File: config.mk
export PLATFORM = sky130hd
export DESIGN_NAME = websocket_frame_deframer
export DESIGN_NICKNAME = d
export VERILOG_FILES = /design/src/rtl/wsfd_pkg.sv /design/src/rtl/websocket_frame_deframer.sv
export SDC_FILE = /design/constraint.sdc
export NUM_CORES = 1
export LEC_CHECK = 0
export BUFFER_PORTS_ARGS = -buffer_cell sky130_fd_sc_hd__buf_2
export CAP_MARGIN = 20
export CORE_ASPECT_RATIO = 0.7
export CORE_MARGIN = 2
export CORE_UTILIZATION = 65
export CTS_CLUSTER_SIZE = 25
export DETAILED_ROUTE_END_ITERATION = 6
export PLACE_DENSITY = 0.85
export SYNTH_ARGS = -nofsm -noshare
export SYNTH_HDL_FRONTEND = slang
export SYNTH_SLANG_ARGS = --single-unit
File: constraint.sdc
create_clock -name clk -period 22.4 [get_ports clk]
set_input_delay 2.24 -clock clk [delete_from_list [all_inputs] [get_ports clk]]
set_output_delay 2.24 -clock clk [all_outputs]
set_load 0.05 [all_outputs]
File: src/rtl/wsfd_pkg.sv
// Shared types and constants for the WebSocket frame deframer.
// No dependencies; imported by the deframer and its port checker.
`timescale 1ns / 1ps
`default_nettype none

package wsfd_pkg;

  // Configuration register indexes
  localparam logic [1:0] CFG_CONNECTED = 2'd0;
  localparam logic [1:0] CFG_MAX_FRAME = 2'd1;

  localparam logic [31:0] MAX_FRAME_RESET = 32'd65536;

  // Error codes carried by a result item
  localparam logic [1:0] ERR_NONE          = 2'd0;
  localparam logic [1:0] ERR_TOO_LARGE     = 2'd1;
  localparam logic [1:0] ERR_NOT_CONNECTED = 2'd2;

  // Header field constants
  localparam logic [6:0] LEN_EXT16   = 7'd126;
  localparam logic [6:0] LEN_EXT64   = 7'd127;
  localparam logic [3:0] EXT16_BYTES = 4'd2;
  localparam logic [3:0] EXT64_BYTES = 4'd8;
  localparam logic [3:0] KEY_BYTES   = 4'd4;
  localparam logic [3:0] BASE_HDR    = 4'd2;

  // One result item
  typedef struct packed {
    logic [7:0]  out_byte;
    logic        byte_valid;
    logic [3:0]  frame_opcode;
    logic        is_control;
    logic        frame_end;
    logic        message_end;
    logic [31:0] message_length;
    logic [1:0]  error_code;
  } res_t;

endpackage

`default_nettype wire

File: src/rtl/websocket_frame_deframer.sv
// WebSocket frame deframer: header parse, length check, unmasking.
// Depends on wsfd_pkg.
`timescale 1ns / 1ps
`default_nettype none

//  channel  | handshake            | payload
//  ---------+----------------------+------------------------------------------
//  rx       | rx_valid / rx_stall  | in_byte
//  res      | res_valid / res_stall| out_byte .. error_code (8 fields)
//  cfg      | cfg_valid / cfg_ready| cfg_index, cfg_data
//
//  One byte per cycle sustained unless a stalled result holds the flow; a result
//  reaches the ports through the input register, then the result register.
//  The header state update and the size check sit between those registers.
//  Reset (rst, synchronous) clears parse state and restores config defaults.
//  A stalled result holds; the input register still takes one more byte, and
//  bytes that make no result keep flowing while the result waits.
module websocket_frame_deframer (
  input  wire logic        clk,
  input  wire logic        rst,
  input  wire logic        rx_valid,
  output logic             rx_stall,
  input  wire logic [7:0]  in_byte,
  output logic             res_valid,
  input  wire logic        res_stall,
  output logic [7:0]       out_byte,
  output logic             byte_valid,
  output logic [3:0]       frame_opcode,
  output logic             is_control,
  output logic             frame_end,
  output logic             message_end,
  output logic [31:0]      message_length,
  output logic [1:0]       error_code,
  input  wire logic        cfg_valid,
  output logic             cfg_ready,
  input  wire logic [1:0]  cfg_index,
  input  wire logic [31:0] cfg_data
);
  import wsfd_pkg::*;

  localparam logic [2:0] PH_HDR0 = 3'd0;
  localparam logic [2:0] PH_HDR1 = 3'd1;
  localparam logic [2:0] PH_EXT  = 3'd2;
  localparam logic [2:0] PH_KEY  = 3'd3;
  localparam logic [2:0] PH_DATA = 3'd4;
  localparam logic [2:0] PH_DROP = 3'd5;

  // Configuration
  logic        connected;
  logic [31:0] max_frame_bytes;

  // Input register
  logic        s1_valid;
  logic [7:0]  s1_byte;

  // Parse state
  logic [2:0]  phase, phase_next;
  logic [3:0]  field_byte_count, field_byte_count_next;
  logic        fin_flag, fin_flag_next;
  logic        masked_flag, masked_flag_next;
  logic [3:0]  current_opcode, current_opcode_next;
  logic [31:0] key_bytes, key_bytes_next;
  logic [63:0] payload_length, payload_length_next; // counts down through payload
  logic [1:0]  key_index, key_index_next;
  logic [3:0]  message_opcode, message_opcode_next;
  logic [31:0] message_bytes, message_bytes_next;
  logic [3:0]  header_len, header_len_next;

  // Result register
  res_t        res;
  res_t        res_next;
  logic        has_result;

  logic        out_free;
  logic        s1_fire;

  // Combinational helpers
  logic        lk_go;
  logic [63:0] lk_len;
  logic [3:0]  lk_hdr;
  logic        lk_over;
  logic [32:0] lk_sum;
  logic        sp_go;
  logic [63:0] sp_len;
  logic        ctl;
  logic        fend;
  logic        mend;
  logic [1:0]  key_pos;
  logic [7:0]  data_byte;
  logic [6:0]  len7;

  assign cfg_ready = 1'b1;
  assign out_free  = !res_valid || !res_stall;
  assign s1_fire   = s1_valid && (!has_result || out_free);
  assign rx_stall  = s1_valid && !s1_fire;

  assign len7    = s1_byte[6:0];
  assign key_pos = 2'(2'd0 - field_byte_count[1:0]);
  assign ctl     = current_opcode[3];

  // Size check: header plus payload reaching the limit
  assign lk_sum  = {1'b0, lk_len[31:0]} + 33'(lk_hdr);
  assign lk_over = (lk_len[63:32] != 32'd0) || (lk_sum >= {1'b0, max_frame_bytes});

  // Next state and result for the byte in the input register
  always_comb begin
    phase_next            = phase;
    field_byte_count_next = field_byte_count;
    fin_flag_next         = fin_flag;
    masked_flag_next      = masked_flag;
    current_opcode_next   = current_opcode;
    key_bytes_next        = key_bytes;
    payload_length_next   = payload_length;
    key_index_next        = key_index;
    message_opcode_next   = message_opcode;
    message_bytes_next    = message_bytes;
    header_len_next       = header_len;
    res_next              = '0;
    has_result            = 1'b0;
    lk_go                 = 1'b0;
    lk_len                = payload_length;
    lk_hdr                = header_len;
    sp_go                 = 1'b0;
    sp_len                = payload_length;
    fend                  = 1'b0;
    mend                  = 1'b0;
    data_byte             = s1_byte;

    if (!connected) begin
      // Reject every byte, keep state
      has_result          = 1'b1;
      res_next.error_code = ERR_NOT_CONNECTED;
    end else begin
      case (phase)
        PH_HDR0: begin
          fin_flag_next       = s1_byte[7];
          current_opcode_next = s1_byte[3:0];
          phase_next          = PH_HDR1;
        end
        PH_HDR1: begin
          masked_flag_next    = s1_byte[7];
          key_bytes_next      = '0;
          payload_length_next = '0;
          key_index_next      = '0;
          header_len_next     = s1_byte[7] ? (BASE_HDR + KEY_BYTES) : BASE_HDR;
          if (len7 inside {LEN_EXT16, LEN_EXT64}) begin
            field_byte_count_next = (len7 == LEN_EXT16) ? EXT16_BYTES : EXT64_BYTES;
            header_len_next       = header_len_next + field_byte_count_next;
            phase_next            = PH_EXT;
          end else begin
            payload_length_next = {57'd0, len7};
            lk_go  = 1'b1;
            lk_len = {57'd0, len7};
            lk_hdr = header_len_next;
          end
        end
        PH_EXT: begin
          payload_length_next = {payload_length[55:0], s1_byte};
          if (field_byte_count != 4'd0) begin
            field_byte_count_next = field_byte_count - 4'd1;
          end
          if (field_byte_count <= 4'd1) begin
            lk_go  = 1'b1;
            lk_len = payload_length_next;
          end
        end
        PH_KEY: begin
          key_bytes_next[8*key_pos +: 8] = s1_byte;
          if (field_byte_count != 4'd0) begin
            field_byte_count_next = field_byte_count - 4'd1;
          end
          if (field_byte_count <= 4'd1) begin
            sp_go = 1'b1;
          end
        end
        PH_DATA: begin
          if (masked_flag) begin
            data_byte = s1_byte ^ key_bytes[8*key_index +: 8];
          end
          key_index_next      = key_index + 2'd1;
          payload_length_next = payload_length - 64'd1;
          if (!ctl && message_bytes != 32'hFFFF_FFFF) begin
            message_bytes_next = message_bytes + 32'd1;
          end
          fend = (payload_length[63:1] == 63'd0);
          mend = fend && !ctl && fin_flag;
          has_result              = 1'b1;
          res_next.out_byte       = data_byte;
          res_next.byte_valid     = 1'b1;
          res_next.frame_opcode   = ctl ? current_opcode : message_opcode;
          res_next.is_control     = ctl;
          res_next.frame_end      = fend;
          res_next.message_end    = mend;
          res_next.message_length = message_bytes_next;
          if (mend) begin
            message_bytes_next = '0;
          end
          if (fend) begin
            phase_next = PH_HDR0;
          end
        end
        PH_DROP: begin
          // Drop silently until reset
        end
        default: begin
          phase_next = PH_HDR0;
        end
      endcase

      // Length known: size check, message opcode, then key or payload
      if (lk_go) begin
        if (lk_over) begin
          has_result          = 1'b1;
          res_next            = '0;
          res_next.error_code = ERR_TOO_LARGE;
          phase_next          = PH_DROP;
        end else begin
          if (!ctl && (message_bytes == 32'd0 || (!fin_flag && current_opcode != 4'd0))) begin
            message_opcode_next = current_opcode;
          end
          if (masked_flag_next) begin
            phase_next            = PH_KEY;
            field_byte_count_next = KEY_BYTES;
          end else begin
            sp_go  = 1'b1;
            sp_len = lk_len;
          end
        end
      end

      // Start payload; an empty frame ends here with one result
      if (sp_go) begin
        key_index_next = '0;
        if (sp_len == 64'd0) begin
          mend                    = !ctl && fin_flag;
          has_result              = 1'b1;
          res_next.frame_opcode   = ctl ? current_opcode : message_opcode_next;
          res_next.is_control     = ctl;
          res_next.frame_end      = 1'b1;
          res_next.message_end    = mend;
          res_next.message_length = message_bytes;
          if (mend) begin
            message_bytes_next = '0;
          end
          phase_next = PH_HDR0;
        end else begin
          phase_next = PH_DATA;
        end
      end
    end
  end

  // Configuration writes
  always_ff @(posedge clk) begin
    if (rst) begin
      connected       <= 1'b0;
      max_frame_bytes <= MAX_FRAME_RESET;
    end else if (cfg_valid && cfg_ready) begin
      case (cfg_index)
        CFG_CONNECTED: connected       <= cfg_data[0];
        CFG_MAX_FRAME: max_frame_bytes <= cfg_data;
        default: ;
      endcase
    end
  end

  // Input register: take a byte whenever the slot is free or draining
  always_ff @(posedge clk) begin
    if (rst) begin
      s1_valid <= 1'b0;
    end else if (rx_valid && !rx_stall) begin
      s1_valid <= 1'b1;
    end else if (s1_fire) begin
      s1_valid <= 1'b0;
    end
  end

  always_ff @(posedge clk) begin
    if (rx_valid && !rx_stall) begin
      s1_byte <= in_byte;
    end
  end

  // Advance parse state once per processed byte
  always_ff @(posedge clk) begin
    if (rst) begin
      phase            <= PH_HDR0;
      field_byte_count <= '0;
      fin_flag         <= 1'b0;
      masked_flag      <= 1'b0;
      current_opcode   <= '0;
      key_bytes        <= '0;
      payload_length   <= '0;
      key_index        <= '0;
      message_opcode   <= '0;
      message_bytes    <= '0;
      header_len       <= '0;
    end else if (s1_fire) begin
      phase            <= phase_next;
      field_byte_count <= field_byte_count_next;
      fin_flag         <= fin_flag_next;
      masked_flag      <= masked_flag_next;
      current_opcode   <= current_opcode_next;
      key_bytes        <= key_bytes_next;
      payload_length   <= payload_length_next;
      key_index        <= key_index_next;
      message_opcode   <= message_opcode_next;
      message_bytes    <= message_bytes_next;
      header_len       <= header_len_next;
    end
  end

  // Result register: load on a new result, clear when taken
  always_ff @(posedge clk) begin
    if (rst) begin
      res_valid <= 1'b0;
    end else if (s1_fire && has_result) begin
      res_valid <= 1'b1;
    end else if (!res_stall) begin
      res_valid <= 1'b0;
    end
  end

  always_ff @(posedge clk) begin
    if (s1_fire && has_result) begin
      res <= res_next;
    end
  end

  assign out_byte       = res.out_byte;
  assign byte_valid     = res.byte_valid;
  assign frame_opcode   = res.frame_opcode;
  assign is_control     = res.is_control;
  assign frame_end      = res.frame_end;
  assign message_end    = res.message_end;
  assign message_length = res.message_length;
  assign error_code     = res.error_code;

endmodule

`default_nettype wire

After elaboration in Yosys (flattened, before gate mapping)
Cells that the tools add are included.
Storage, ports and cells
  word-level logic and storage cells: 166
  output and inout port bits: 53
  bits of input ports: 47
  register bits after elaboration: 244
Operators by class
  bitwise gates (word level): 1
  equal/unequal tests: 10
  mux-type cells: 72
  add/sub/neg operators: 8
  shift operators: 3
  magnitude comparators: 2
  reduce and logical (&&, ||, !) cells: 45
Operators with widths (number)
  $mux W64: 7
  $mux W32: 6
  $pmux W64 S3: 1
  $pmux W64 S2: 1
  $mux W50: 2
  $mux W39: 2
  $logic_not A64 Y1: 1
  $pmux W32 S2: 1
  $sub A64 B1 Y64 const B: 1
  $logic_not A63 Y1: 1
  $mux W4: 15
  $mux W48: 1
  $neg A5 Y34: 1
  $shift A8 B34 Y32 const A: 1
  $shiftx A8 B34 Y32: 1
  $add A32 B4 Y33: 1
  $ge A33 B32 Y1: 1
  $add A32 B1 Y32 const B: 1
  $bwmux W32: 1
  $logic_not A32 Y1: 1
  $ne A32 B32 Y1 const B: 1
  $reduce_bool A32 Y1: 1
  $shiftx A32 B6 Y8: 1
  $mux W3: 8
  32 further kinds: 83

Depth between registers and ports, before layout
  depth in word-level cells: 23
  gate-level depth with buffers: 35
  mapped depth without buffers: 31

Least setup slack after synthesis
OpenSTA, ideal clock, no wires.
  kind: reg2out
  start point: register field_byte_count[0]
  end point: output rx_stall
  data arrival time: 6.958 ns
  required time: 20.160 ns
  buffers on the path: 1
  cell stages (with the launch flop): 32
  slack: 13.202 ns
  path through: dfxtp_1 inv_1 ha_1 or2_2 clkbuf_1 a21oi_1 nor3_1 a21oi_1 a21oi_1 ha_1 inv_1 fa_1 inv_1 a21oi_1 nor3_1 o211ai_1 nor3_1 nand2_1 nor4_1 nand3_1 xor2_1 ha_1 nor3_1 nor2_1 nand3_1 o31ai_1 a211o_1 a221oi_1 o21ai_2 o31ai_4 o41ai_2 nor2_1
On the way
  longest elaborated chain between the ends: 19
  elaborated cells on any way between the ends: 31
RTL lines
  from (decl): RTL line websocket_frame_deframer.sv:58  | logic [3:0] field_byte_count, field_byte_count_next;
  from (signal assigned): RTL line websocket_frame_deframer.sv:300  | field_byte_count <= field_byte_count_next;
  $le A4 B1 Y1 *: RTL line websocket_frame_deframer.sv:162, websocket_frame_deframer.sv:172
  $mux W64: RTL line websocket_frame_deframer.sv:162  | if (field_byte_count <= 4'd1) begin
  $pmux W64 S2: RTL line websocket_frame_deframer.sv:134  | case (phase)
  $mux W64: RTL line websocket_frame_deframer.sv:129  | if (!connected) begin
  $add A32 B4 Y33: RTL line websocket_frame_deframer.sv:102  | assign lk_sum = {1'b0, lk_len[31:0]} + 33'(lk_hdr);
  $ge A33 B32 Y1: RTL line websocket_frame_deframer.sv:103  | assign lk_over = (lk_len[63:32] != 32'd0) || (lk_sum >= {1'b0, max_frame_bytes});
  $logic_or A1 B1 Y1: RTL line websocket_frame_deframer.sv:103
  $mux W64: RTL line websocket_frame_deframer.sv:212  | if (lk_over) begin
  [3 not listed]
  $mux W1: RTL line websocket_frame_deframer.sv:234  | if (sp_len == 64'd0) begin
  $mux W1 *: RTL line websocket_frame_deframer.sv:232  | if (sp_go) begin
  $mux W1 *: RTL line websocket_frame_deframer.sv:129
  $logic_not A1 Y1 *: RTL line websocket_frame_deframer.sv:94  | assign s1_fire = s1_valid && (!has_result || out_free);
  $logic_or A1 B1 Y1 *: RTL line websocket_frame_deframer.sv:94
  $logic_and A1 B1 Y1 *: RTL line websocket_frame_deframer.sv:94
  $logic_not A1 Y1 *: RTL line websocket_frame_deframer.sv:95  | assign rx_stall = s1_valid && !s1_fire;
  $logic_and A1 B1 Y1 *: RTL line websocket_frame_deframer.sv:95
  to (decl): RTL line websocket_frame_deframer.sv:22  | output logic rx_stall,
Every way passes the cells marked *; elsewhere a longest branch is shown, timed or not. The select of a mux whose other input is x is not followed.

Final worst setup path
  start point: register phase[0]
  end point: output rx_stall
On the way
  longest elaborated chain between the ends: 18
  elaborated cells on any way between the ends: 37
RTL lines
  from (decl): RTL line websocket_frame_deframer.sv:57  | logic [2:0] phase, phase_next;
  from (signal assigned): RTL line websocket_frame_deframer.sv:299  | phase <= phase_next;
  $eq A3 B2 Y1 / $eq A3 B1 Y1 (equally long branches): RTL line websocket_frame_deframer.sv:134
  $pmux W64 S2 / $mux W4 (equally long branches): RTL line websocket_frame_deframer.sv:134
  $mux W64 / $mux W4 (equally long branches): RTL line websocket_frame_deframer.sv:129
  $add A32 B4 Y33: RTL line websocket_frame_deframer.sv:102
  $ge A33 B32 Y1: RTL line websocket_frame_deframer.sv:103
  $logic_or A1 B1 Y1: RTL line websocket_frame_deframer.sv:103
  $mux W64: RTL line websocket_frame_deframer.sv:212
  $mux W64: RTL line websocket_frame_deframer.sv:211  | if (lk_go) begin
  [2 not listed]
  $mux W1: RTL line websocket_frame_deframer.sv:234
  $mux W1 *: RTL line websocket_frame_deframer.sv:232
  $mux W1 *: RTL line websocket_frame_deframer.sv:129
  $logic_not A1 Y1 *: RTL line websocket_frame_deframer.sv:94
  $logic_or A1 B1 Y1 *: RTL line websocket_frame_deframer.sv:94
  $logic_and A1 B1 Y1 *: RTL line websocket_frame_deframer.sv:94
  $logic_not A1 Y1 *: RTL line websocket_frame_deframer.sv:95
  $logic_and A1 B1 Y1 *: RTL line websocket_frame_deframer.sv:95
Marks and branches as above.

==> impl_metrics.tcl <==
set metrics [dict create \
    status "finished, final reports clean" \
    path_delay_family "compound AO/OA/AOI/OAI gates" \
    rr_startpoint "phase[0]" \
    die_x_um 192 \
    grt_overflow_total 0 \
    cts_buffer_depth 3 \
    power.leakage_uw 0.00623 \
    place.port_buffers 98 \
    cts_tree "built" \
    wire_per_inst_um 22.1 \
    dp_slack_ns 11.28 \
    synth.distinct_cells 95 \
    placeableCoreArea_um2 24400 \
    setup_viol 0 \
    whs_endpoint "max_frame_bytes[26]" \
    crit_path_end_kind "output port" \
    finClkSkew_ns 0.0351 \
    power_uw 959 \
    synth-warning-count 0 \
    critical_path.max_fanout 31 \
    post-route-period-util_pct 53.7 \
    antenna_found_initial 1 \
    tns_ns 0 \
    cts.clk_slew.worst_paths_ns 0.07 \
    synthFlopType "dfxtp_1" \
    clk_latency_ns 0.57 \
    fillers 1988 \
    crit_slowest_cell "dfxtp_1" \
    clkSinkCount 243 \
    cts_resized 0 \
    gp_congestion 1.01 \
    drc 0 \
    synth_fp_nets 2147 \
    min_path_type "reg -> reg" \
    slew_headroom_pct 28.1 \
    netlist_top_cells_area "dfxtp_1 (23%), edfxtp_1 (11%), nand2_1 (6.5%)" \
    drtAntennaViolNets 0 \
    min_path_cells 2 \
    r2r_end "message_length[23]" \
    hold_path.startpoint "max_frame_bytes[26]" \
    max_freq_mhz 83.1 \
    wl_mm 52.5 \
    synth_top_cell_by_area "dfxtp_1" \
    antenna_cells 0 \
    ys_ff_latch 243 \
    rsz0062_at_grt "no" \
    syn_area_um2 16000 \
    crit_buf_inv 4 \
    max-vdd-ir-drop_mv 0.0610 \
    syn-instance-count 2055 \
    final.min_clock_period_ns 12.03 \
    maxCapViolCount 0 \
    viasPerCell 6.95 \
    ios 100 \
    worstMarginPinSlew_ns 1.08 \
    drive_above_1_share_pct 11.2 \
    grt_pass1_wl_mm 81.6 \
    synth_edf_count 58 \
    ff_latch_area_um2 5450 \
    netlist.area_leader.share_pct 23.1 \
    cpMostUsedCell "nor3_1" \
    crit_path_max_incr_delay_ns 0.85 \
    hold_ws_ns 0.460 \
    final_cell_mix "nand2_1 (278), nor2_1 (188), dfxtp_1 (185)" \
    die_y_um 135 \
    hpwl_mm 35.6 \
    crit_required_ns 20.16 \
    r2r_setup_slack_ns 12.23 \
    syn_area_per_cell_um2 7.81 \
    final_hold_viol_count 0 \
    grt_max_degree 77 \
    synthArstFlopShare_pct 0 \
    final_common_cell "nand2_1" \
    dieArea_um2 26000 \
    cts_root_buf "clkbuf_16" \
    cp_data_arrival_time_ns 9.79 \
    layout.nets 2127 \
    drv_slew 0 \
    multiInputGateArea_um2 9600 \
    seq_area_frac_synth_pct 33.9 \
    grt.total_usage_pct 39.5 \
    syn2layout_area_growth_pct 7.45 \
    num_vias 16500 \
    p_per_area_nw_per_um2 55.6 \
    rows 48 \
    setup_ws_ns 10.37 \
    cts_buffers 25 \
    start_util_pct 65.6 \
    critPathLaunchType "flop" \
    htreeDepth 1 \
    cts-hold-fix-buffers 0 \
    postCtsSetupRepairBufs 0 \
    r2r_cells 29 \
    grt_pass1_vias 14900 \
    drtIter0Drc 2546 \
    crit_type "reg -> out" \
    firstDrtPassIters 6 \
]
==> worst max path at each step <==
stage	startpoint	endpoint	slack, ns	cells after the start
after floorplan	field_byte_count[0]	rx_stall	13.20	31
after global placement	phase[0]	rx_stall	11.63	30
after detailed placement	phase[0]	rx_stall	11.28	30
after CTS	phase[0]	rx_stall	10.60	30
after global routing	phase[0]	rx_stall	9.77	30
final	phase[0]	rx_stall	10.37	30
==> power by group <==
group	internal [µW]	switching [µW]
logic	19.8	54.6
registers	458	9.10
clock network	233	184
==> layout make-up <==
class                           count  area share (%)
Clock buffer                       35            3.91
Clock inverter                     11           0.646
Inverter                           83            1.81
Multi-Input combinational cell   1559            55.7
Sequential cell                   243            31.6
Timing Repair Buffer              123            3.97
Tap cell                          325            2.36
==> cell families (layout without fill, tap and decap cells) <==
| logic type | after synthesis | in the layout | share of synthesized area [%] |
|---|---|---|---|
| multiplexers | 55 | 55 | 4.20 |
| other | 1 | 1 | 0.0234 |
| XOR/XNOR | 50 | 50 | 2.73 |
| buffers and inverters | 253 | 252 | 6.33 |
| flip-flops | 243 | 243 | 33.9 |
| AND/OR/NAND/NOR | 844 | 844 | 25.9 |
| adder cells (fa/ha/maj) | 45 | 45 | 3.56 |
| AO/OA/AOI/OAI | 564 | 564 | 23.4 |
==> worst min-delay path, stage by stage, from the launching register on <==
cell     delay, ns
dfxtp_1       0.31
nand2_1       0.05
a21oi_1       0.05
==> synth_stat cells (28+ instances only) <==
master,instances
a21oi_1,172
a22oi_1,47
a31oi_1,38
clkbuf_1,130
dfxtp_1,185
edfxtp_1,58
ha_1,44
inv_1,82
mux2i_1,29
nand2_1,278
nand3_1,67
nand4_1,39
nor2_1,189
nor3_1,77
nor4_1,28
o21ai_0,83
o31ai_1,38
o32ai_1,29
==> per-stage QoR <==
| stage | cell area [µm²] | util (%) | std cells |
|---|---|---|---|
| floorplan | 16000 | - | 2055 |
| global placement | 16400 | 67.3 | 2332 |
| detailed placement | 16400 | 67.3 | 2332 |
| CTS | 17200 | 70.5 | 2378 |
| global route | 17200 | 70.5 | 2379 |
| finish | 17200 | 70.5 | 2379 |
==> flip-flops by register name, summed over array words and instances, names as in the netlist, 2 cells and up <==
register / count
s1_byte: 8
out_byte: 8
frame_opcode: 4
phase: 3
key_index: 2
current_opcode: 4
max_frame_bytes: 32
key_bytes: 32
message_bytes: 32
message_length: 32
error_code: 2
payload_length: 64
message_opcode: 4
field_byte_count: 4
header_len: 3
==> layer usage <==
metal	track usage, %	vias up	share of wire (%)
li1	-	7476	-
met1	56.8	7654	41
met2	58.0	1246	42
met3	10.1	156	14
met4	12.1	0	2.9
met5	0	-	0
Note: power is estimated with default switching activity, not from simulation.
